<file path="src/design/assert_macros.svh">
// Shared assertion macros; each expects clk and arst_n in the enclosing module.
`ifndef ASSERT_MACROS_SVH
`define ASSERT_MACROS_SVH

`define ASSERT_CLK(label, prop, msg) \
	label: assert property (@(posedge clk) disable iff (!arst_n) prop) else $error(msg);

`define ASSERT_IMPLIES(label, ante, cons, msg) \
	`ASSERT_CLK(label, (ante) |-> (cons), msg)

`define ASSERT_NEXT(label, ante, cons, msg) \
	`ASSERT_CLK(label, (ante) |=> (cons), msg)

`endif

</file>
<file path="src/design/apfr_pkg.sv">
package apfr_pkg;

	localparam int PIXEL_BITS         = 12;
	localparam int CORDIC_STAGES      = 24;
	localparam int COEF_FRACTION_BITS = 24;

	localparam int COEF_W     = 32;
	localparam int BIAS_W     = 15;
	localparam int ANGLE_W    = 16;
	localparam int Z_W        = 32;
	localparam int ATAN_IDX_W = 5;
	localparam int ATAN_W     = 30;
	localparam int PROD_W     = COEF_W + PIXEL_BITS + 1;
	localparam int CORDIC_W   = PROD_W + 3;
	localparam int OUT_Q      = 46;
	localparam int SCALE_W    = 30;
	localparam int MUL_W      = Z_W + SCALE_W;
	localparam int SUM_W      = MUL_W + 1;

	localparam logic signed [SCALE_W-1:0] CENTIDEG_PER_RAD_Q16 = 30'sd375493621;

	localparam logic [ATAN_W-1:0] ATAN_Q30 [2**ATAN_IDX_W] = '{
		30'd843314856, 30'd497837829, 30'd263043836, 30'd133525158,
		30'd67021686,  30'd33543515,  30'd16775850,  30'd8388437,
		30'd4194282,   30'd2097149,   30'd1048575,   30'd524287,
		30'd262143,    30'd131071,    30'd65535,     30'd32767,
		30'd16383,     30'd8191,      30'd4095,      30'd2047,
		30'd1023,      30'd511,       30'd255,       30'd127,
		30'd63,        30'd31,        30'd15,        30'd8,
		30'd4,         30'd2,         30'd1,         30'd0
	};

	localparam logic [7:0] FRAME_HEAD = 8'hAA;
	localparam logic [7:0] FRAME_TAIL = 8'hDD;
	localparam logic [7:0] FRAME_PAD  = 8'h00;

	localparam int SLOT_W = 3;
	localparam logic [SLOT_W-1:0] SLOT_HEAD     = 3'd0;
	localparam logic [SLOT_W-1:0] SLOT_YAW_HI   = 3'd1;
	localparam logic [SLOT_W-1:0] SLOT_YAW_LO   = 3'd2;
	localparam logic [SLOT_W-1:0] SLOT_PITCH_HI = 3'd3;
	localparam logic [SLOT_W-1:0] SLOT_PITCH_LO = 3'd4;
	localparam logic [SLOT_W-1:0] SLOT_PAD      = 3'd5;
	localparam logic [SLOT_W-1:0] SLOT_TAIL     = 3'd6;

	localparam int GAP_W = 3;
	localparam logic [GAP_W-1:0] GAP_RELOAD = 3'd6;

	localparam int APB_ADDR_W = 5;
	localparam int APB_DATA_W = 32;
	localparam int REG_IDX_W  = 3;
	localparam logic [REG_IDX_W-1:0] REG_YAW_GAIN_U   = 3'd0;
	localparam logic [REG_IDX_W-1:0] REG_YAW_GAIN_V   = 3'd1;
	localparam logic [REG_IDX_W-1:0] REG_YAW_OFFSET   = 3'd2;
	localparam logic [REG_IDX_W-1:0] REG_PITCH_GAIN_U = 3'd3;
	localparam logic [REG_IDX_W-1:0] REG_PITCH_GAIN_V = 3'd4;
	localparam logic [REG_IDX_W-1:0] REG_PITCH_OFFSET = 3'd5;
	localparam logic [REG_IDX_W-1:0] REG_PITCH_BIAS   = 3'd6;

	localparam logic signed [BIAS_W-1:0] BIAS_RESET = 15'sd300;

	typedef struct packed {
		logic [PIXEL_BITS-1:0] pixel_u;
		logic [PIXEL_BITS-1:0] pixel_v;
	} pixel_t;

	typedef struct packed {
		logic [7:0] frame_byte;
		logic       last_byte;
	} frame_t;

	typedef struct packed {
		logic signed [COEF_W-1:0] yaw_gain_u;
		logic signed [COEF_W-1:0] yaw_gain_v;
		logic signed [COEF_W-1:0] yaw_offset;
		logic signed [COEF_W-1:0] pitch_gain_u;
		logic signed [COEF_W-1:0] pitch_gain_v;
		logic signed [COEF_W-1:0] pitch_offset_term;
		logic signed [BIAS_W-1:0] pitch_bias_centideg;
	} cfg_t;

	typedef struct packed {
		logic signed [CORDIC_W-1:0] x;
		logic signed [CORDIC_W-1:0] y;
		logic signed [Z_W-1:0]      z;
	} cordic_vec_t;

	typedef struct packed {
		logic        vld;
		cordic_vec_t yaw;
		cordic_vec_t pitch;
	} cordic_cell_t;

	typedef struct packed {
		logic               vld;
		logic [ANGLE_W-1:0] yaw;
		logic [ANGLE_W-1:0] pitch;
	} angle_t;

endpackage

</file>
<file path="src/design/apfr_framer.sv">
`include "assert_macros.svh"

module apfr_framer (
	input  logic              clk,
	input  logic              arst_n,
	input  apfr_pkg::angle_t  angle,
	output logic              strobe,
	output apfr_pkg::frame_t  frame
);

	logic                             load;
	logic                             active_q;
	logic [apfr_pkg::SLOT_W-1:0]      slot_q;
	logic [apfr_pkg::ANGLE_W-1:0]     yaw_q;
	logic [apfr_pkg::ANGLE_W-1:0]     pitch_q;
	logic [7:0]                       tx_byte;

	// drop results whose angles are both zero
	assign load = angle.vld && (angle.yaw != '0 || angle.pitch != '0);

	always_ff @(posedge clk or negedge arst_n) begin
		if (!arst_n) begin
			active_q <= 1'b0;
			slot_q   <= apfr_pkg::SLOT_HEAD;
		end else if (load) begin
			active_q <= 1'b1;
			slot_q   <= apfr_pkg::SLOT_HEAD;
		end else if (active_q) begin
			if (slot_q == apfr_pkg::SLOT_TAIL) begin
				active_q <= 1'b0;
			end else begin
				slot_q <= slot_q + 1'b1;
			end
		end
	end

	always_ff @(posedge clk) begin
		if (load) begin
			yaw_q   <= angle.yaw;
			pitch_q <= angle.pitch;
		end
	end

	always_comb begin
		unique case (slot_q)
			apfr_pkg::SLOT_HEAD:     tx_byte = apfr_pkg::FRAME_HEAD;
			apfr_pkg::SLOT_YAW_HI:   tx_byte = yaw_q[15:8];
			apfr_pkg::SLOT_YAW_LO:   tx_byte = yaw_q[7:0];
			apfr_pkg::SLOT_PITCH_HI: tx_byte = pitch_q[15:8];
			apfr_pkg::SLOT_PITCH_LO: tx_byte = pitch_q[7:0];
			apfr_pkg::SLOT_PAD:      tx_byte = apfr_pkg::FRAME_PAD;
			apfr_pkg::SLOT_TAIL:     tx_byte = apfr_pkg::FRAME_TAIL;
			default:                 tx_byte = apfr_pkg::FRAME_PAD;
		endcase
	end

	assign frame.frame_byte = tx_byte;
	assign frame.last_byte  = (slot_q == apfr_pkg::SLOT_TAIL);
	assign strobe           = active_q;

	`ASSERT_IMPLIES(a_no_overrun, load, !active_q || slot_q == apfr_pkg::SLOT_TAIL, "frame overrun")

endmodule

</file>
<file path="config.mk">
export PLATFORM = sky130hd
export DESIGN_NAME = apfr_framer
export DESIGN_NICKNAME = d
export VERILOG_FILES = /design/src/design/apfr_pkg.sv /design/src/design/apfr_framer.sv
export VERILOG_INCLUDE_DIRS = /design/src /design/src/design
export SDC_FILE = /design/constraint.sdc
export NUM_CORES = 1
export LEC_CHECK = 0
export ABC_AREA = 1
export ABC_CLOCK_PERIOD_IN_PS = 6000
export BUFFER_PORTS_ARGS = -buffer_cell sky130_fd_sc_hd__buf_4
export CAP_MARGIN = 20
export CORE_MARGIN = 4
export CORE_UTILIZATION = 40
export DETAILED_ROUTE_END_ITERATION = 8
export GPL_TIMING_DRIVEN = 0
export PLACE_DENSITY_LB_ADDON = 0.2
export SETUP_SLACK_MARGIN = 0.15
export SLEW_MARGIN = 20
export SYNTH_ARGS = -nofsm -noshare
export SYNTH_HDL_FRONTEND = slang
export SYNTH_SLANG_ARGS = --single-unit
</file>
<file path="constraint.sdc">
create_clock -name clk -period 6 [get_ports clk]
set_clock_uncertainty 0.2 [all_clocks]
set_input_delay 1.8 -clock clk [delete_from_list [all_inputs] [get_ports clk]]
set_output_delay 1.8 -clock clk [all_outputs]
set_load 0.03 [all_outputs]
</file>
Yosys cells after proc, flatten, opt, wreduce, memory -nomap -nowiden
Cells that the tools add are included.

Flip-flop bits (word level): 36. Input bits: 35. Word-level logic and storage cells: 25.

Add/subtract/negate cells: 1. Eq/ne operators: 6. Muxes and demuxes: 7. Reductions and logical operators: 7.

Operators with widths (number): $pmux 8 s6 (1); $reduce_bool 16->1 (2); $mux 3 (3); $eq 3x2->1 const B (2); $eq 3x3->1 const B (2); $add 3x1->3 const B (1); $eq 3x1->1 const B (1); $logic_not 3->1 (1); $mux 1 (3); $ne 2x1->1 const B (1); $reduce_and 2->1 (1); $reduce_bool 2->1 (1); $logic_and 1x1->1 (1); $logic_or 1x1->1 (1).

Depth between registers and ports, before layout
Depth in word-level cells: 5. Depth in mapped cells: 8. Depth with buffers taken out: 8.

Worst setup path before layout
No wires, ideal clock.

Kind: input to register. Start point: input angle[17] (netlist bit). End point: register pitch_q[0] (netlist bit), enable pin. Data arrival time: 3.468 ns. Path slack: 1.906 ns. Stages: 6. Path buffers: 0. Cell sequence: nor2_1 -> nand2_1 -> nor2_1 -> nand2_1 -> nor2_1 -> nor2_1.

Longest elaborated chain between the ends: 3.

RTL lines: start, declared (line apfr_framer.sv:6) `input apfr_pkg::angle_t angle,`; $reduce_bool 16->1 (line apfr_framer.sv:19) `assign load = angle.vld && (angle.yaw != '0 || angle.pitch != '0);`; $logic_or 1x1->1 (line apfr_framer.sv:19); $logic_and 1x1->1 (line apfr_framer.sv:19); via load (line apfr_framer.sv:11) `logic load;`; end signal, assigned (line apfr_framer.sv:40) `pitch_q <= angle.pitch;`; end, declared (line apfr_framer.sv:15) `logic [apfr_pkg::ANGLE_W-1:0] pitch_q;`.

The timed path passes the listed nets, and every way through them passes these cells. A chain may end at the register's enable or synchronous reset.

==> impl_metrics.env <==
export IMPL_vdd_drop_max_uv=192
export IMPL_dr_pass1_iters=4
export IMPL_fin_crit_sh_pct=66.6
export IMPL_num_vias=1229
export IMPL_crit_type="flip-flop to output port"
export IMPL_initial_utilization_pct=42.3
export IMPL_nFillCells=334
export IMPL_clkLatencyLatePin_ns=0.29
export IMPL_drt_iter0_drc=83
export IMPL_n_antenna_cell=0
export IMPL_numPortBuffers=44
export IMPL_fin_tns_setup_ns=0
export IMPL_drive_gt1_share_pct=28.6
export IMPL_cts_buffers=5
export IMPL_syn_avg_cell_area_sq_um=10.6
export IMPL_postCtsSetupBuffers=0
export IMPL_critPathTopFamily="simple AND/OR/NAND/NOR gates"
export IMPL_p_leak_nw=0.879
export IMPL_slew_viol_final=0
export IMPL_grt_use_total_pct=15.0
export IMPL_grt_setup_unrepaired="false"
export IMPL_worst_setup_path_start_kind="flip-flop"
export IMPL_core_sq_um=3770
export IMPL_synth_top_area_share_pct=60.2
export IMPL_worstPathRequired_ns=4.00
export IMPL_cts_sinks=36
export IMPL_slew_headroom_pct=64.5
export IMPL_yosys_warnings=0
export IMPL_dp_slack_ns=2.31
export IMPL_dp_hpwl_mm=2.82
export IMPL_tightest_slew_ns=0.531
export IMPL_die_h_microns=71.2
export IMPL_ys_types=20
export IMPL_gr_total_overflow=0
export IMPL_maxCapViolations=0
export IMPL_root_buffer="clkbuf_8"
export IMPL_seq_area_frac_synth_pct=66.5
export IMPL_worstHoldPathType="flip-flop to flip-flop"
export IMPL_holdPathStages=2
export IMPL_outcome="finished clean"
export IMPL_cts_max_level=2
export IMPL_first_global_vias=1255
export IMPL_fin_hold_ws_ns=0.442
export IMPL_final_hold_viol_count=0
export IMPL_ant_nets=0
export IMPL_async_flop_share_pct=11.1
export IMPL_synthesis_area_sq_um=1600
export IMPL_cpPeakStageDelay_ns=0.44
export IMPL_num_rows=22
export IMPL_slowest_stage="dfrtp_1"
export IMPL_fin_nets=242
export IMPL_final_util_pct=55.4
export IMPL_ctsHoldBuffers=0
export IMPL_setup_violations=0
export IMPL_period_needed_ns=4.00
export IMPL_antenna_found_initial=0
export IMPL_detail_route_wl_per_cell_microns=14.1
export IMPL_viasPerCell=4.90
export IMPL_ff2ff_path_depth=6
export IMPL_power_density_nw_per_um2=296
export IMPL_synth_top_flop_cell="edfxtp_1"
export IMPL_drt_wl_total_mm=3.55
export IMPL_critical_path_max_fanout=7
export IMPL_syn_num_nets=190
export IMPL_worst_slack_ns=2.00
export IMPL_ios=45
export IMPL_cts_clk_slew_worst_paths_ns=0.07
export IMPL_syn_inst=150
export IMPL_crit_arrival_ns=2.00
export IMPL_synth_edf_count=32
export IMPL_yosysTopAreaCell="edfxtp_1"
export IMPL_synth_area_top_cells="edfxtp_1 60%, nand2_1 11%, nor2_1 6.3%"
export IMPL_drc=0
export IMPL_cts_tree="built"
export IMPL_syn2layout_area_growth_pct=31.0
export IMPL_clockBufferDepth=2
export IMPL_critical_path_cell_chain="inv_1 > ha_1 > inv_1 > nor2_1 > nand2_1 > a41oi_1 > buf_4"
export IMPL_grt_pass1_wl_mm=5.71
export IMPL_post_cts_resized=0
export IMPL_cpMostUsedCell="inv_1"
export IMPL_crit_path_end_kind="output port"
export IMPL_die_w_microns=71.2
export IMPL_crit_buf_inv=3
export IMPL_die_area_sq_um=5070
export IMPL_ys_ff_latch=36
export IMPL_path_depth=7
export IMPL_fmax_mhz=250
export IMPL_grt_max_degree=20
export IMPL_fin_total_pwr_mw=0.618
export IMPL_place_gp_congestion=0.866
-- per-layer routing --
layer  part of all wire, %  track usage [%]
met3                   6.7             5.26
met1                    41             16.8
met5                     0                0
met4                   1.8             6.26
met2                    51             25.7
-- worst min-delay path, delay by kind of cell (launching register included) --
kind,cells,cell delay (ns)
compound gates,1,0.10
simple gates,1,0.14
flops,1,0.36
-- cell usage in the layout (no fill, tap or decap), drive strengths merged --
cell type	instances
a21oi	10
a31oi	4
a41oi	2
and3	1
buf	46
clkbuf	7
clkinv	1
dfrtp	4
edfxtp	32
ha	5
inv	9
nand2	46
nand3	1
nor2	29
o21ai	5
xor2	1
-- final timing paths --
path | slack [ns] | start | end
max | 2.00 | slot_q[0]$_DFFE_PN0P_ | frame[2]
min | 0.44 | strobe$_DFF_PN0_ | strobe$_DFF_PN0_
max in group asynchronous | 4.41 | arst_n | slot_q[1]$_DFFE_PN0P_
min in group asynchronous | 1.09 | arst_n | slot_q[0]$_DFFE_PN0P_
min reg2reg | 0.44 | strobe$_DFF_PN0_ | strobe$_DFF_PN0_
max reg2reg | 4.32 | slot_q[0]$_DFFE_PN0P_ | slot_q[2]$_DFFE_PN0P_
-- Yosys cell counts (2+ instances only) --
cell,n
edfxtp_1,32
inv_1,7
nor2_1,27
nand2_1,45
inv_2,2
dfrtp_1,4
ha_1,5
o21ai_0,3
a31oi_1,4
a41oi_1,2
a21oi_1,10
-- logic make-up after synthesis --
family / count (synthesis) / share of synthesized area (%)
XOR/XNOR: 1 / 0.549
buffers and inverters: 10 / 2.35
adder cells (fa/ha/maj): 5 / 3.92
flip-flops: 36 / 66.5
AND/OR/NAND/NOR: 77 / 19.1
AO/OA/AOI/OAI: 21 / 7.60
-- flip-flops by register name, summed over array words and instances (netlist names) --
signal	cells
pitch_q	16
strobe	1
slot_q	3
yaw_q	16
-- per-stage QoR --
step                std cells  cell area [sq um]
floorplan                 150               1600
global placement          242               1990
detailed placement        243               2010
CTS                       251               2090
global route              251               2090
finish                    251               2090
-- cell type report --
| class | count | area, sq um | share of cell area (%) |
|---|---|---|---|
| clock inverters | 1 | 5.00 | 0.239 |
| clock buffers | 7 | 76.3 | 3.65 |
| inverters | 9 | 33.8 | 1.62 |
| multi-input cells | 104 | 505 | 24.2 |
| repair buffers | 45 | 345 | 16.5 |
| plain buffers | 1 | 3.75 | 0.180 |
| flip-flops and latches | 36 | 1060 | 50.7 |
| well taps | 48 | 60.1 | 2.87 |
-- where the power goes --
group / internal (mW) / total, mW / switching [mW]
logic: 0.0594 / 0.151 / 0.0920
registers: 0.295 / 0.305 / 0.00969
clock network: 0.0814 / 0.162 / 0.0804
total: 0.436 / 0.618 / 0.182
Note: power is estimated with default switching activity, not from simulation.
