File: config.mk
export PLATFORM = sky130hd
export DESIGN_NAME = apfr_cordic_cell
export DESIGN_NICKNAME = d
export VERILOG_FILES = /design/src/design/assert_macros.svh /design/src/design/apfr_pkg.sv /design/src/design/apfr_cordic_cell.sv
export SDC_FILE = /design/constraint.sdc
export NUM_CORES = 2
export LEC_CHECK = 0
export BUFFER_PORTS_ARGS = -buffer_cell sky130_fd_sc_hd__buf_2
export CAP_MARGIN = 15
export CORE_AREA = 5 5 340 342
export CTS_CLUSTER_DIAMETER = 50
export DETAILED_ROUTE_END_ITERATION = 10
export DIE_AREA = 0 0 345 347
export SLEW_MARGIN = 0
export SYNTH_ARGS = -nofsm -noshare
export SYNTH_HDL_FRONTEND = slang
export SYNTH_SLANG_ARGS = --single-unit
File: constraint.sdc
create_clock -name clk -period 1.15 [get_ports clk]
set_clock_uncertainty 0.05 [all_clocks]
set_input_delay 0.115 -clock clk [delete_from_list [all_inputs] [get_ports clk]]
set_output_delay 0.115 -clock clk [all_outputs]
set_load 0.02 [all_outputs]
File: src/design/assert_macros.svh
// Shared assertion macros; each expects clk and arst_n in the enclosing module.
`ifndef ASSERT_MACROS_SVH
`define ASSERT_MACROS_SVH

`define ASSERT_CLK(label, prop, msg) \
	label: assert property (@(posedge clk) disable iff (!arst_n) prop) else $error(msg);

`define ASSERT_IMPLIES(label, ante, cons, msg) \
	`ASSERT_CLK(label, (ante) |-> (cons), msg)

`define ASSERT_NEXT(label, ante, cons, msg) \
	`ASSERT_CLK(label, (ante) |=> (cons), msg)

`endif

File: src/design/apfr_pkg.sv
package apfr_pkg;

	localparam int PIXEL_BITS         = 12;
	localparam int CORDIC_STAGES      = 24;
	localparam int COEF_FRACTION_BITS = 24;

	localparam int COEF_W     = 32;
	localparam int BIAS_W     = 15;
	localparam int ANGLE_W    = 16;
	localparam int Z_W        = 32;
	localparam int ATAN_IDX_W = 5;
	localparam int ATAN_W     = 30;
	localparam int PROD_W     = COEF_W + PIXEL_BITS + 1;
	localparam int CORDIC_W   = PROD_W + 3;
	localparam int OUT_Q      = 46;
	localparam int SCALE_W    = 30;
	localparam int MUL_W      = Z_W + SCALE_W;
	localparam int SUM_W      = MUL_W + 1;

	localparam logic signed [SCALE_W-1:0] CENTIDEG_PER_RAD_Q16 = 30'sd375493621;

	localparam logic [ATAN_W-1:0] ATAN_Q30 [2**ATAN_IDX_W] = '{
		30'd843314856, 30'd497837829, 30'd263043836, 30'd133525158,
		30'd67021686,  30'd33543515,  30'd16775850,  30'd8388437,
		30'd4194282,   30'd2097149,   30'd1048575,   30'd524287,
		30'd262143,    30'd131071,    30'd65535,     30'd32767,
		30'd16383,     30'd8191,      30'd4095,      30'd2047,
		30'd1023,      30'd511,       30'd255,       30'd127,
		30'd63,        30'd31,        30'd15,        30'd8,
		30'd4,         30'd2,         30'd1,         30'd0
	};

	localparam logic [7:0] FRAME_HEAD = 8'hAA;
	localparam logic [7:0] FRAME_TAIL = 8'hDD;
	localparam logic [7:0] FRAME_PAD  = 8'h00;

	localparam int SLOT_W = 3;
	localparam logic [SLOT_W-1:0] SLOT_HEAD     = 3'd0;
	localparam logic [SLOT_W-1:0] SLOT_YAW_HI   = 3'd1;
	localparam logic [SLOT_W-1:0] SLOT_YAW_LO   = 3'd2;
	localparam logic [SLOT_W-1:0] SLOT_PITCH_HI = 3'd3;
	localparam logic [SLOT_W-1:0] SLOT_PITCH_LO = 3'd4;
	localparam logic [SLOT_W-1:0] SLOT_PAD      = 3'd5;
	localparam logic [SLOT_W-1:0] SLOT_TAIL     = 3'd6;

	localparam int GAP_W = 3;
	localparam logic [GAP_W-1:0] GAP_RELOAD = 3'd6;

	localparam int APB_ADDR_W = 5;
	localparam int APB_DATA_W = 32;
	localparam int REG_IDX_W  = 3;
	localparam logic [REG_IDX_W-1:0] REG_YAW_GAIN_U   = 3'd0;
	localparam logic [REG_IDX_W-1:0] REG_YAW_GAIN_V   = 3'd1;
	localparam logic [REG_IDX_W-1:0] REG_YAW_OFFSET   = 3'd2;
	localparam logic [REG_IDX_W-1:0] REG_PITCH_GAIN_U = 3'd3;
	localparam logic [REG_IDX_W-1:0] REG_PITCH_GAIN_V = 3'd4;
	localparam logic [REG_IDX_W-1:0] REG_PITCH_OFFSET = 3'd5;
	localparam logic [REG_IDX_W-1:0] REG_PITCH_BIAS   = 3'd6;

	localparam logic signed [BIAS_W-1:0] BIAS_RESET = 15'sd300;

	typedef struct packed {
		logic [PIXEL_BITS-1:0] pixel_u;
		logic [PIXEL_BITS-1:0] pixel_v;
	} pixel_t;

	typedef struct packed {
		logic [7:0] frame_byte;
		logic       last_byte;
	} frame_t;

	typedef struct packed {
		logic signed [COEF_W-1:0] yaw_gain_u;
		logic signed [COEF_W-1:0] yaw_gain_v;
		logic signed [COEF_W-1:0] yaw_offset;
		logic signed [COEF_W-1:0] pitch_gain_u;
		logic signed [COEF_W-1:0] pitch_gain_v;
		logic signed [COEF_W-1:0] pitch_offset_term;
		logic signed [BIAS_W-1:0] pitch_bias_centideg;
	} cfg_t;

	typedef struct packed {
		logic signed [CORDIC_W-1:0] x;
		logic signed [CORDIC_W-1:0] y;
		logic signed [Z_W-1:0]      z;
	} cordic_vec_t;

	typedef struct packed {
		logic        vld;
		cordic_vec_t yaw;
		cordic_vec_t pitch;
	} cordic_cell_t;

	typedef struct packed {
		logic               vld;
		logic [ANGLE_W-1:0] yaw;
		logic [ANGLE_W-1:0] pitch;
	} angle_t;

endpackage

File: src/design/apfr_cordic_cell.sv
module apfr_cordic_cell (
	input  logic                            clk,
	input  logic                            arst_n,
	input  logic [apfr_pkg::ATAN_IDX_W-1:0] stage,
	input  apfr_pkg::cordic_cell_t          cell_in,
	output apfr_pkg::cordic_cell_t          cell_out
);

	logic                  vld_q;
	apfr_pkg::cordic_vec_t yaw_q;
	apfr_pkg::cordic_vec_t pitch_q;

	function automatic apfr_pkg::cordic_vec_t rotate(
		input apfr_pkg::cordic_vec_t v,
		input logic [apfr_pkg::ATAN_IDX_W-1:0] s
	);
		logic signed [apfr_pkg::CORDIC_W-1:0] xs;
		logic signed [apfr_pkg::CORDIC_W-1:0] ys;
		logic signed [apfr_pkg::Z_W-1:0]      step;
		apfr_pkg::cordic_vec_t                r;
		xs   = $signed(v.x) >>> s;
		ys   = $signed(v.y) >>> s;
		step = $signed({{(apfr_pkg::Z_W-apfr_pkg::ATAN_W){1'b0}}, apfr_pkg::ATAN_Q30[s]});
		if (!v.y[apfr_pkg::CORDIC_W-1]) begin
			r.x = v.x + ys;
			r.y = v.y - xs;
			r.z = v.z + step;
		end else begin
			r.x = v.x - ys;
			r.y = v.y + xs;
			r.z = v.z - step;
		end
		return r;
	endfunction

	always_ff @(posedge clk or negedge arst_n) begin
		if (!arst_n) begin
			vld_q <= 1'b0;
		end else begin
			vld_q <= cell_in.vld;
		end
	end

	always_ff @(posedge clk) begin
		yaw_q   <= rotate(cell_in.yaw, stage);
		pitch_q <= rotate(cell_in.pitch, stage);
	end

	assign cell_out.vld   = vld_q;
	assign cell_out.yaw   = yaw_q;
	assign cell_out.pitch = pitch_q;

endmodule

# == Word-level counts from Yosys, hierarchy flattened ==
# Memories as Yosys holds them, arrays and structs flattened.
# Index checks and enable logic that the tools add are counted.
# totals
register_bits,257
rom_bits,960
output_inout_bits,257
mem_count,1
# classes
addsub,12
n_lt_le_gt_ge,1
shifts,4
n_mux,4
bitwise,1
# memory_table
memory,depth,width,rd,rd_ports_with_merged_regs,write_ports,line,source
(no name shown),32,30,1,0,0,apfr_cordic_cell.sv:23,"step = $signed({{(apfr_pkg::Z_W-apfr_pkg::ATAN_W){1'b0}}, apfr_pkg::ATAN_Q30[s]});"
# op_table
op,n
128-bit two-way mux,2
48-bit adder,4
48-bit by 5-bit >>> shifter with 48-bit output,4
48-bit subtractor,4
32-bit by 31-bit adder with 32-bit output,2
32-bit by 31-bit subtractor with 32-bit output,2
30-bit two-way mux,2
6-bit greater-or-equal comparator (second input constant),1
5-bit NOT with 6-bit output,1

# == Logic depth before layout (Yosys ltp) ==
# depth
word_depth,6
mapped_depth,33

# == Worst setup path before layout ==
# No wires, ideal clock.
# synth_timing
path_type,input port to flip-flop
from,input port stage[0] in the netlist's numbering
to,"register pitch_q, in the netlist cell_out[121]"
arrival_time_ns,6.088
slack_ns,-5.122
path_stages,26
path_buffers,5
cell_sequence,buf_6 -> buf_12 -> buf_12 -> buf_2 -> buf_2 -> mux2i_1 -> mux2i_1 -> mux2_2 -> a221oi_1 -> nand4_1 -> nor3_2 -> nand2_1 -> nor3_1 -> a21oi_1 -> xor2_1 -> ha_1 -> and3_1 -> a221oi_1 -> a21oi_1 -> o21ai_0 -> a211oi_1 -> o31a_1 -> o31a_1 -> o21ai_0 -> nor3_1 -> or4_1
# synth_via
elab_chain_len,3
elab_cells_between_ends,4
# synth_rtl
item,line,source
"start, declared",apfr_cordic_cell.sv:4,"input logic [apfr_pkg::ATAN_IDX_W-1:0] stage,"
48-bit by 5-bit >>> shifter with 48-bit output (*),apfr_cordic_cell.sv:22,ys = $signed(v.y) >>> s;
48-bit adder or 48-bit subtractor (tied branches),"apfr_cordic_cell.sv:25, apfr_cordic_cell.sv:29",
128-bit two-way mux (*),apfr_cordic_cell.sv:24,if (!v.y[apfr_pkg::CORDIC_W-1]) begin
"end signal, assigned",apfr_cordic_cell.sv:46,"pitch_q <= rotate(cell_in.pitch, stage);"
"end, declared",apfr_cordic_cell.sv:11,apfr_pkg::cordic_vec_t pitch_q;
# Mark *: on every way between the ends. The rest lies on a longest branch, timed or not.

# == Final worst setup path ==
# layout_timing
from,input port stage[0] in the netlist's numbering
to,"register yaw_q, in the netlist cell_out[197]"
# layout_via
elab_chain_len,3
elab_cells_between_ends,4
# layout_rtl
item,line,source
48-bit by 5-bit >>> shifter with 48-bit output (*),apfr_cordic_cell.sv:21,xs = $signed(v.x) >>> s;
48-bit subtractor or 48-bit adder (tied branches),"apfr_cordic_cell.sv:26, apfr_cordic_cell.sv:30",
128-bit two-way mux (*),apfr_cordic_cell.sv:24,
"end signal, assigned",apfr_cordic_cell.sv:45,"yaw_q <= rotate(cell_in.yaw, stage);"
"end, declared",apfr_cordic_cell.sv:10,apfr_pkg::cordic_vec_t yaw_q;
# Marks and branches as above.

==> results.yml <==
status:
  status: "finished, violations left"
  failed_checks: "hold timing, setup timing"
pwr:
  p_leak_nw: 30.8
  powerDensity_nw_per_um2: 1300
  ir_drop_uv: 1540
timing:
  min_period_ps: 5200
  tightestPinTransition_ps: 771
  rsz0062_at_grt: "yes"
  holdWs_ps: -254
  finalHoldViolCount: 51
  max_clock_freq_ghz: 0.192
  setup_slack_ps: -4050
  min_period_over_period_pct: 452
  setup_viol: 513
  drv_slew: 0
  max-slew-margin-rel_pct: 48.6
logic_synthesis:
  synth_cell_types: 112
  ys.flop_type: "dfxtp_1"
  synth.top_cell.area_share_pct: 14.9
  synth_compound_area_share_pct: 23.6
  avgSynthCellArea_um2: 8.59
  synth-seq-cells: 257
  synthAdderAreaFrac_pct: 9.70
  syn_inst: 4528
  syn_area_um2: 38900
  synthXorXnorAreaFrac_pct: 8.60
  synth_top_family_by_area: "multiplexers"
  synth_nets: 5090
  synthMuxAreaShare_pct: 24.1
  yosysTopAreaCell: "mux4_2"
  synth_area_leaders: "mux4_2 15%, dfxtp_1 13%, ha_1 9.4%"
  synth-edff-count: 0
  yosys.area_share.simple_pct: 16.1
  async_flop_share_pct: 0.389
  ys_seq_area_share_pct: 13.2
  yosysWarnings: 0
critical_path:
  slowest_delay_ps: 590
  crit_chain: "buf_16 -> mux4_2 -> mux4_2 -> a222oi_1 -> buf_4 -> o311ai_4 -> nand4b_4 -> nor4b_4 -> buf_6 -> a31oi_1 -> xnor2_1 -> ha_2 -> nand4_1 -> or2_4 -> a2111oi_4 -> or2_4 -> a311o_1 -> a221o_1 -> a211o_4 -> buf_6 -> xor2_1"
  cp.required_ps: 1580
  path_class: "input port to register"
  critPathBufInv: 4
  cp-end-kind: "register"
  worstSetupStartpointType: "input port"
  crit_fanout: 6
  cpLargestDelayFamily: "compound AO/OA/AOI/OAI gates"
  critical_path_arrival_ps: 5630
  cpMaxStageDelayCell: "mux4_2"
final_layout:
  multi_input_area_um2: 36000
  fin_nets: 7678
  n_fill_cell: 10000
  drive_above_1_share_pct: 55.0
  regArea_um2: 5150
  area_delta_synth_final_pct: 70.1
  final_cells: 8657
global_routing:
  antenna_found_initial: 13
  globalRouteOverflowTotal: 0
  grtUsageTotal_pct: 33.7
  grt_max_degree: 54
  grt_pass1_vias: 50400
  grt_first_pass_wirelength_um: 314000
floorplanning:
  ios: 521
  initial_core_util_pct: 34.7
  die_y_um: 347
  fp-row-count: 123
  die_w_um: 345
  core-area_um2: 112000
  die_area_um2: 120000
place:
  port_buffers: 520
  dp.cells: 8328
  place_congestion: 1.06
  dp_slack_ps: -5120
  hpwl_um: 173000
run:
  drv_cap: 0
clocking:
  path_clk_slew_ps: 60
  cts_buffer_depth: 3
  cts_sinks: 257
  cts-root-buf: "clkbuf_16"
  cts_hold_buf: 5
  cts_tree: "built"
  numCtsBuffers: 40
  htreeDepth: 2
routing:
  route.detailed.drc: 0
  wirelength_um: 215000
  ant_nets: 0
  vias_per_cell: 5.79
  vias: 50100
  firstDrtPassIters: 9
  drt_iter0_drc: 4782
  wire_per_inst_um: 24.8
hold_path:
  hp-start: "cell_in[1]"
  hold_depth: 2
  whs_endpoint: "cell_out[1]"
  hold_class: "input port to register"
==> cells in the final DEF, fill, tap and decap left out, drive strengths merged, types with 47 or more instances in the layout <==
cell type and instances:
xnor2 243, o211ai 48, inv 119, mux4 269
a211oi 58, nor3 93, nand3 74, and2 53
and3 59, nor2b 66, a21oi 400, buf 2811
ha 292, nand2 306, a21o 127, dfxtp 256
o21a 56, mux2 97, nand2b 54, xor2 139
nor2 334, o21ai 201, a31oi 76, nand4 47
o22ai 66, mux2i 218, clkbuf 52
==> where the power goes <==
group | switching, mW | total (mW) | internal, mW
registers | 1.12 | 14.0 | 12.8
logic | 31.3 | 59.5 | 28.1
clock network | 5.14 | 12.6 | 7.46
==> worst max path at each step <==
stage	startpoint	end	slack [ps]	depth (start not counted)
6_report	stage[0]	cell_out[197]	-4050	21
5_1_grt	stage[0]	cell_out[57]	-4150	31
4_1_cts	stage[0]	cell_out[205]	-3900	23
3_5_place_dp	stage[0]	cell_out[205]	-5120	23
3_3_place_gp	stage[0]	cell_out[253]	-5110	26
2_1_floorplan	stage[0]	cell_out[205]	-4650	23
==> registers in the layout, indices dropped and copies added, names as in the netlist <==
signal / cells
vld_q: 1
cell_out: 256
==> cell families after synthesis <==
kind of cell / Yosys count
AO/OA/AOI/OAI: 1387
XOR/XNOR: 382
adder cells (fa/ha/maj): 298
buffers and inverters: 382
flip-flops: 257
multiplexers: 584
AND/OR/NAND/NOR: 1238
==> cells in the mapped netlist (68+ instances only) <==
cell / number
a21oi_1: 399
nor2_1: 334
nand2_1: 306
ha_1: 292
mux4_2: 258
dfxtp_1: 256
xnor2_1: 243
mux2i_1: 217
o21ai_0: 194
xor2_1: 139
a21o_1: 127
clkbuf_1: 124
inv_1: 105
mux2_2: 93
nor3_1: 91
a31oi_1: 76
nand3_1: 73
buf_2: 68
==> layout make-up <==
type                            instances  share of cell area, %
Multi-Input combinational cell       3889                   54.4
Clock buffer                           50                   1.66
Sequential cell                       257                   7.78
Clock inverter                         23                  0.431
Tap cell                             1500                   2.83
Timing Repair Buffer                 2821                   32.2
Inverter                              107                  0.626
Antenna cell                           10                 0.0378
==> repair_timing <==
action | CTS | global route
buffers inserted | 156 | 95
gates cloned | 15 | 1
gates resized for setup | 469 | 313
pin swaps | 253 | 231
endpoints found under the setup margin | 513 | 513
endpoints found under the hold margin | 64 | 50
==> per-stage QoR <==
stage / hold WS [ps] / power [mW] / instance area, um^2 / util (%) / TNS [ps]
finish: -254 / 86.1 / 66200 / 59.1 / -804850
global placement: -155 / 67.0 / 59000 / 52.6 / -1010940
global route: -251 / 90.7 / 66200 / 59.1 / -853570
CTS: -295 / 83.5 / 64200 / 57.3 / -786260
detailed placement: -154 / 67.2 / 59000 / 52.6 / -1018550
floorplan: -231 / 41.6 / 40300 / - / -851380
==> metal layers <==
layer | wire length (um) | vias up | global-route usage [%]
met1 | 82000 | 24200 | 40.6
met4 | 14600 | 6 | 17.9
met3 | 16400 | 691 | 5.09
met2 | 102000 | 2613 | 58.0
li1 | - | 22700 | -
met5 | 34 | - | 0
Power figures use the tool's default switching activity.
