[src/design/assert_macros.svh]
// Shared assertion macros; each expects clk and arst_n in the enclosing module.
`ifndef ASSERT_MACROS_SVH
`define ASSERT_MACROS_SVH

`define ASSERT_CLK(label, prop, msg) \
	label: assert property (@(posedge clk) disable iff (!arst_n) prop) else $error(msg);

`define ASSERT_IMPLIES(label, ante, cons, msg) \
	`ASSERT_CLK(label, (ante) |-> (cons), msg)

`define ASSERT_NEXT(label, ante, cons, msg) \
	`ASSERT_CLK(label, (ante) |=> (cons), msg)

`endif

[src/design/apfr_pkg.sv]
package apfr_pkg;

	localparam int PIXEL_BITS         = 12;
	localparam int CORDIC_STAGES      = 24;
	localparam int COEF_FRACTION_BITS = 24;

	localparam int COEF_W     = 32;
	localparam int BIAS_W     = 15;
	localparam int ANGLE_W    = 16;
	localparam int Z_W        = 32;
	localparam int ATAN_IDX_W = 5;
	localparam int ATAN_W     = 30;
	localparam int PROD_W     = COEF_W + PIXEL_BITS + 1;
	localparam int CORDIC_W   = PROD_W + 3;
	localparam int OUT_Q      = 46;
	localparam int SCALE_W    = 30;
	localparam int MUL_W      = Z_W + SCALE_W;
	localparam int SUM_W      = MUL_W + 1;

	localparam logic signed [SCALE_W-1:0] CENTIDEG_PER_RAD_Q16 = 30'sd375493621;

	localparam logic [ATAN_W-1:0] ATAN_Q30 [2**ATAN_IDX_W] = '{
		30'd843314856, 30'd497837829, 30'd263043836, 30'd133525158,
		30'd67021686,  30'd33543515,  30'd16775850,  30'd8388437,
		30'd4194282,   30'd2097149,   30'd1048575,   30'd524287,
		30'd262143,    30'd131071,    30'd65535,     30'd32767,
		30'd16383,     30'd8191,      30'd4095,      30'd2047,
		30'd1023,      30'd511,       30'd255,       30'd127,
		30'd63,        30'd31,        30'd15,        30'd8,
		30'd4,         30'd2,         30'd1,         30'd0
	};

	localparam logic [7:0] FRAME_HEAD = 8'hAA;
	localparam logic [7:0] FRAME_TAIL = 8'hDD;
	localparam logic [7:0] FRAME_PAD  = 8'h00;

	localparam int SLOT_W = 3;
	localparam logic [SLOT_W-1:0] SLOT_HEAD     = 3'd0;
	localparam logic [SLOT_W-1:0] SLOT_YAW_HI   = 3'd1;
	localparam logic [SLOT_W-1:0] SLOT_YAW_LO   = 3'd2;
	localparam logic [SLOT_W-1:0] SLOT_PITCH_HI = 3'd3;
	localparam logic [SLOT_W-1:0] SLOT_PITCH_LO = 3'd4;
	localparam logic [SLOT_W-1:0] SLOT_PAD      = 3'd5;
	localparam logic [SLOT_W-1:0] SLOT_TAIL     = 3'd6;

	localparam int GAP_W = 3;
	localparam logic [GAP_W-1:0] GAP_RELOAD = 3'd6;

	localparam int APB_ADDR_W = 5;
	localparam int APB_DATA_W = 32;
	localparam int REG_IDX_W  = 3;
	localparam logic [REG_IDX_W-1:0] REG_YAW_GAIN_U   = 3'd0;
	localparam logic [REG_IDX_W-1:0] REG_YAW_GAIN_V   = 3'd1;
	localparam logic [REG_IDX_W-1:0] REG_YAW_OFFSET   = 3'd2;
	localparam logic [REG_IDX_W-1:0] REG_PITCH_GAIN_U = 3'd3;
	localparam logic [REG_IDX_W-1:0] REG_PITCH_GAIN_V = 3'd4;
	localparam logic [REG_IDX_W-1:0] REG_PITCH_OFFSET = 3'd5;
	localparam logic [REG_IDX_W-1:0] REG_PITCH_BIAS   = 3'd6;

	localparam logic signed [BIAS_W-1:0] BIAS_RESET = 15'sd300;

	typedef struct packed {
		logic [PIXEL_BITS-1:0] pixel_u;
		logic [PIXEL_BITS-1:0] pixel_v;
	} pixel_t;

	typedef struct packed {
		logic [7:0] frame_byte;
		logic       last_byte;
	} frame_t;

	typedef struct packed {
		logic signed [COEF_W-1:0] yaw_gain_u;
		logic signed [COEF_W-1:0] yaw_gain_v;
		logic signed [COEF_W-1:0] yaw_offset;
		logic signed [COEF_W-1:0] pitch_gain_u;
		logic signed [COEF_W-1:0] pitch_gain_v;
		logic signed [COEF_W-1:0] pitch_offset_term;
		logic signed [BIAS_W-1:0] pitch_bias_centideg;
	} cfg_t;

	typedef struct packed {
		logic signed [CORDIC_W-1:0] x;
		logic signed [CORDIC_W-1:0] y;
		logic signed [Z_W-1:0]      z;
	} cordic_vec_t;

	typedef struct packed {
		logic        vld;
		cordic_vec_t yaw;
		cordic_vec_t pitch;
	} cordic_cell_t;

	typedef struct packed {
		logic               vld;
		logic [ANGLE_W-1:0] yaw;
		logic [ANGLE_W-1:0] pitch;
	} angle_t;

endpackage

[src/design/apfr_scale.sv]
module apfr_scale (
	input  logic                                 clk,
	input  logic                                 arst_n,
	input  apfr_pkg::cordic_cell_t               cordic,
	input  logic signed [apfr_pkg::BIAS_W-1:0]   bias,
	output apfr_pkg::angle_t                     angle
);

	logic                                vld_s1;
	logic                                vld_s2;
	logic                                vld_s3;
	logic signed [apfr_pkg::MUL_W-1:0]   yaw_m_s1;
	logic signed [apfr_pkg::MUL_W-1:0]   pitch_m_s1;
	logic signed [apfr_pkg::SUM_W-1:0]   yaw_a_s2;
	logic signed [apfr_pkg::SUM_W-1:0]   pitch_a_s2;
	logic signed [apfr_pkg::SUM_W-1:0]   yaw_r;
	logic signed [apfr_pkg::SUM_W-1:0]   pitch_r;
	logic [apfr_pkg::ANGLE_W-1:0]        yaw_s3;
	logic [apfr_pkg::ANGLE_W-1:0]        pitch_s3;

	always_ff @(posedge clk or negedge arst_n) begin
		if (!arst_n) begin
			vld_s1 <= 1'b0;
			vld_s2 <= 1'b0;
			vld_s3 <= 1'b0;
		end else begin
			vld_s1 <= cordic.vld;
			vld_s2 <= vld_s1;
			vld_s3 <= vld_s2;
		end
	end

	// bias toward zero for negative sums so the shift truncates instead of floors
	assign yaw_r   = yaw_a_s2 + apfr_pkg::SUM_W'(
		$signed({1'b0, {apfr_pkg::OUT_Q{yaw_a_s2[apfr_pkg::SUM_W-1]}}}));
	assign pitch_r = pitch_a_s2 + apfr_pkg::SUM_W'(
		$signed({1'b0, {apfr_pkg::OUT_Q{pitch_a_s2[apfr_pkg::SUM_W-1]}}}));

	always_ff @(posedge clk) begin
		yaw_m_s1   <= apfr_pkg::MUL_W'($signed(cordic.yaw.z)) *
			apfr_pkg::MUL_W'(apfr_pkg::CENTIDEG_PER_RAD_Q16);
		pitch_m_s1 <= apfr_pkg::MUL_W'($signed(cordic.pitch.z)) *
			apfr_pkg::MUL_W'(apfr_pkg::CENTIDEG_PER_RAD_Q16);
		yaw_a_s2   <= apfr_pkg::SUM_W'(yaw_m_s1);
		pitch_a_s2 <= apfr_pkg::SUM_W'(pitch_m_s1) +
			apfr_pkg::SUM_W'($signed({bias, {apfr_pkg::OUT_Q{1'b0}}}));
		yaw_s3     <= yaw_r[apfr_pkg::OUT_Q+apfr_pkg::ANGLE_W-1:apfr_pkg::OUT_Q];
		pitch_s3   <= pitch_r[apfr_pkg::OUT_Q+apfr_pkg::ANGLE_W-1:apfr_pkg::OUT_Q];
	end

	assign angle.vld   = vld_s3;
	assign angle.yaw   = yaw_s3;
	assign angle.pitch = pitch_s3;

endmodule

[config.mk]
export PLATFORM = sky130hd
export DESIGN_NAME = apfr_scale
export DESIGN_NICKNAME = d
export VERILOG_FILES = /design/src/design/assert_macros.svh /design/src/design/apfr_pkg.sv /design/src/design/apfr_scale.sv
export SDC_FILE = /design/constraint.sdc
export NUM_CORES = 2
export LEC_CHECK = 0
export BUFFER_PORTS_ARGS = -buffer_cell sky130_fd_sc_hd__buf_4
export CELL_PAD_IN_SITES_DETAIL_PLACEMENT = 1
export CELL_PAD_IN_SITES_GLOBAL_PLACEMENT = 1
export CORE_MARGIN = 5
export CORE_UTILIZATION = 29
export DETAILED_ROUTE_END_ITERATION = 6
export PLACE_DENSITY_LB_ADDON = 0.1
export SYNTH_ARGS = -nofsm -noshare
export SYNTH_HDL_FRONTEND = slang
export SYNTH_SLANG_ARGS = --single-unit
[constraint.sdc]
create_clock -name clk -period 4.5 [get_ports clk]
set_input_delay 0.225 -clock clk [delete_from_list [all_inputs] [get_ports clk]]
set_output_delay 0.225 -clock clk [all_outputs]
set_load 0.02 [all_outputs]
# Word level (Yosys, flattened, before mapping)
# Cells that the tools add are included.
dict set report op_classes {
  addsub 3
  mul 2
}
# operator count
set ops {}
lappend ops {{adder 62 x 47 -> 62 bit} 2}
lappend ops {{multiplier 32 x 30 -> 62 bit (second input constant)} 2}
lappend ops {{adder 62 x 61 -> 63 bit} 1}
dict set report totals {
  ff_bits 284
  word_cells 14
}

# Longest topological paths before layout
dict set report logic_depth {
  ltp_word 1
  mapped_depth 28
}

# Worst setup path after synthesis
# No wires, ideal clock.
dict set report synth_timing {
  kind {input -> register}
  startpoint {in cordic[159] (netlist bit)}
  endpoint {reg yaw_m_s1[60] (netlist bit)}
  setup_time_ns 0.072
  t_arrival_ns 6.905
  required_ns 4.428
  path_slack_ns -2.477
  path_stages 25
  n_path_buf 1
  path_cell_list {clkbuf_1 inv_1 xnor2_1 fa_1 inv_1 ha_1 inv_1 fa_1 inv_1 fa_1 fa_1 inv_1 fa_1 inv_1 ha_1 a21o_1 a21oi_1 o21ai_0 a221oi_1 o21ba_2 nor2_1 a211oi_1 o21ai_1 a311oi_2 xnor2_1}
}
dict set report synth_via {
  elab_chain_cells 1
}
# item line
set synth_lines {}
lappend synth_lines {{from (decl)} apfr_scale.sv:4} ;# input apfr_pkg::cordic_cell_t cordic,
lappend synth_lines {{multiplier 32 x 30 -> 62 bit} apfr_scale.sv:40} ;# yaw_m_s1 <= apfr_pkg::MUL_W'($signed(cordic.yaw.z)) *
lappend synth_lines {{to (signal assigned)} apfr_scale.sv:40}
lappend synth_lines {{to (decl)} apfr_scale.sv:12} ;# logic signed [apfr_pkg::MUL_W-1:0] yaw_m_s1;
# No other way between the ends.

# Worst setup path in the final report
dict set report layout_timing {
  startpoint {in cordic[11] (netlist bit)}
  endpoint {reg pitch_m_s1[54] (netlist bit)}
}
dict set report layout_via {
  elab_chain_cells 1
}
# item line
set layout_lines {}
lappend layout_lines {{multiplier 32 x 30 -> 62 bit} apfr_scale.sv:42} ;# pitch_m_s1 <= apfr_pkg::MUL_W'($signed(cordic.pitch.z)) *
lappend layout_lines {{to (signal assigned)} apfr_scale.sv:42}
lappend layout_lines {{to (decl)} apfr_scale.sv:13} ;# logic signed [apfr_pkg::MUL_W-1:0] pitch_m_s1;
# No other way between the ends.

==> results.py <==
metrics = {
    "placed_design": {
        "dpl.hpwl_um": 142800,
        "port_buffers": 114,
        "place.gp.congestion": 0.9012,
        "pre_cts_slack_ns": -2.697,
        "dp_cells": 7860,
    },
    "setup_path": {
        "r2r_start": "pitch_a_s2[62]$_DFF_P_",
        "cp-end-kind": "flip-flop",
        "cpLargestDelayFamily": "adder cells",
        "cp_slowest_cell": "fa_1",
        "max_stage_delay_ns": 0.51,
        "arrival_ns": 6.71,
        "crit_fanout": 8,
        "worstSetupStartpointType": "input port",
        "path_buf_inv": 10,
        "crit_path_frequent_cell": "fa_1",
        "startpoint": "cordic[11]",
        "cp.required_ns": 4.95,
        "critPathKind": "input port to flip-flop",
    },
    "detailed_routing": {
        "remaining_drc_errors": 0,
        "drt.antenna.violating_nets": 0,
        "drt-total-wl_um": 157700,
        "via_per_inst": 4.440,
        "dr.pass1.iters": 5,
        "topRoutingLayerUsed": "met4",
        "initialDrtViolationCount": 1276,
        "avgRoutedWirePerCell_um": 19.63,
        "wl_met1_um": 75680,
        "met3_length_um": 5913,
        "wl_met2_um": 73030,
        "vias": 35670,
    },
    "synth": {
        "synth_top_area_frac": 0.3643,
        "netlist_area_sq_mm": 0.04754,
        "async_flop_share": 0.01056,
        "synth_top_cell_by_area": "fa_1",
        "synth_fp_nets": 6752,
        "synth_edf_count": 0,
        "syn_inst": 4794,
        "ys_seq_elements": 284,
        "ys_top_cells_by_area": "fa_1 (36%), ha_1 (22%), dfxtp_1 (12%)",
        "synthFlopType": "dfxtp_1",
        "ys_seq_area_frac": 0.1199,
        "synth_warnings": 0,
        "syn_avg_cell_area_sq_um": 9.916,
        "synthDistinctLibCells": 85,
    },
    "floorplan": {
        "core_area_sq_mm": 0.1630,
        "fp.dieH_um": 414.9,
        "rows": 148,
        "pin_count": 307,
        "die_area_sq_mm": 0.1721,
        "start_util": 0.2917,
        "die_w_um": 414.9,
    },
    "grt": {
        "grt_max_degree": 38,
        "antenna_found_initial": 0,
        "grt_usage": 0.1849,
        "grt_pass1_vias": 40710,
        "overflow": 0,
        "grt_pass1_wl_um": 243400,
    },
    "clocking": {
        "cts_made_buffers": 40,
        "clock_path_buffers": 3,
        "clkTransAtPathRegs_ns": 0.06,
        "h-tree-depth": 2,
        "cts_sinks": 284,
        "root_buffer": "clkbuf_16",
        "clock_latency_ns": 0.58,
        "cts_tree": "done",
    },
    "sta": {
        "setup_viol": 99,
        "maxSlewViolCount": 0,
        "period_share": 1.391,
        "fin_skew_ns": 0.03106,
        "fin_ws_ns": -1.759,
        "tightest_slew_ns": 0.7685,
        "max_freq_mhz": 159.8,
        "rsz0062_at_grt": "true",
        "tns_ns": -124.37,
        "min_period_ns": 6.259,
        "max_slew_margin": 0.4822,
        "hold_viol": 0,
    },
    "cells_and_area": {
        "syn_to_final_growth_pct": 32.91,
        "stdcell_count": 8033,
        "drive_above_1_share": 0.2748,
        "final_cell_mix": "inv_1 (1305), buf_4 (873), fa_1 (790)",
        "nets": 7787,
        "mostFrequentLayoutCell": "inv_1",
    },
    "worst_hold_path": {
        "hold_path.class": "input port to flip-flop",
        "min_from": "bias[7]",
    },
    "job": {
        "max_cap_viol_count": 0,
    },
    "outcome": {
        "status": "finished, violations left",
        "violations": "negative setup slack",
    },
}
==> through the flow <==
stage | utilization | hold slack (ns) | cell area (sq um)
6_report | 0.3877 | 0.05829 | 63180
5_1_grt | 0.3877 | 0.03095 | 63180
4_1_cts | 0.3783 | 0.01016 | 61650
3_5_place_dp | 0.3568 | 0.01771 | 58140
3_3_place_gp | 0.3568 | 0.01556 | 58140
2_1_floorplan | - | -0.07059 | 48560
==> cells in the mapped netlist, drive strengths merged, types with 8 or more instances <==
master	instances
nor3	26
a21o	149
nand3	57
a31oi	29
nand2b	23
inv	1379
o21a	28
buf	9
fa	865
o21ai	107
a21oi	205
nand4	40
o211ai	12
dfxtp	281
a211oi	15
a311oi	10
and3	29
nand2	139
and2	12
nor2	110
o21bai	15
clkbuf	39
nor4	8
xor2	88
nor2b	28
xnor2	145
ha	819
==> cells by family after synthesis <==
kind of cell	Yosys count	share of synthesized area
adder cells (fa/ha/maj)	1684	0.5798
buffers and inverters	1427	0.1131
AO/OA/AOI/OAI	658	0.09138
AND/OR/NAND/NOR	503	0.05182
flip-flops	284	0.1199
XOR/XNOR	233	0.04293
multiplexers	5	0.001079
==> metal layers <==
layer / up-vias / track usage
met5: - / 0
met4: 0 / 0.03098
met3: 87 / 0.02667
met2: 390 / 0.3040
met1: 18130 / 0.2623
li1: 17060 / -
==> worst paths after layout <==
kind                            cells past startpoint                     end  slack (ns)
worst max-delay path                               29  pitch_m_s1[54]$_DFF_P_       -1.76
max in group asynchronous                           3        vld_s3$_DFF_PN0_        3.81
worst min-delay path                                3  pitch_a_s2[53]$_DFF_P_        0.06
worst min register to register                      0     yaw_a_s2[1]$_DFF_P_        0.31
min in group asynchronous                           3        vld_s2$_DFF_PN0_        0.55
worst max register to register                     11     pitch_s3[6]$_DFF_P_        0.36
==> registers in the layout, indices dropped and copies added (netlist names) <==
signal	flops
yaw_m_s1	62
vld_s2	1
pitch_m_s1	62
vld_s3	1
yaw_s3	16
pitch_s3	16
pitch_a_s2	63
yaw_a_s2	62
vld_s1	1
==> timing repair <==
action | in CTS | in global routing
pin swaps | 191 | 180
hold buffers | 9 | 0
endpoints found under the setup margin | 103 | 104
gates resized for setup | 360 | 267
gates cloned | 2 | 0
setup buffers | 53 | 63
hold endpoints to repair | 10 | 0
==> layout make-up <==
class / instances / area [sq um]
Fill cell: 18380 / 99770
Clock inverter: 16 / 191.4
Clock buffer: 53 / 1121
Inverter: 1379 / 5184
Antenna cell: 2 / 5.005
Timing Repair Buffer: 1041 / 8750
Sequential cell: 284 / 5703
Tap cell: 2175 / 2721
Multi-Input combinational cell: 3083 / 39510
==> worst register-to-register path, stage by stage (launching register included) <==
cell and delay, ns:
dfxtp_2 0.73, ha_1 0.39, a21oi_1 0.20, nor3b_1 0.53
o211ai_1 0.39, o211ai_1 0.33, nand3b_1 0.12, a31oi_1 0.41
o31a_1 0.46, buf_4 0.25, nor3b_1 0.07, xor2_1 0.14
Power is left out: the tool's default activity adds up to more than one toggle a clock period on the data nets, which glitch-free logic cannot reach.
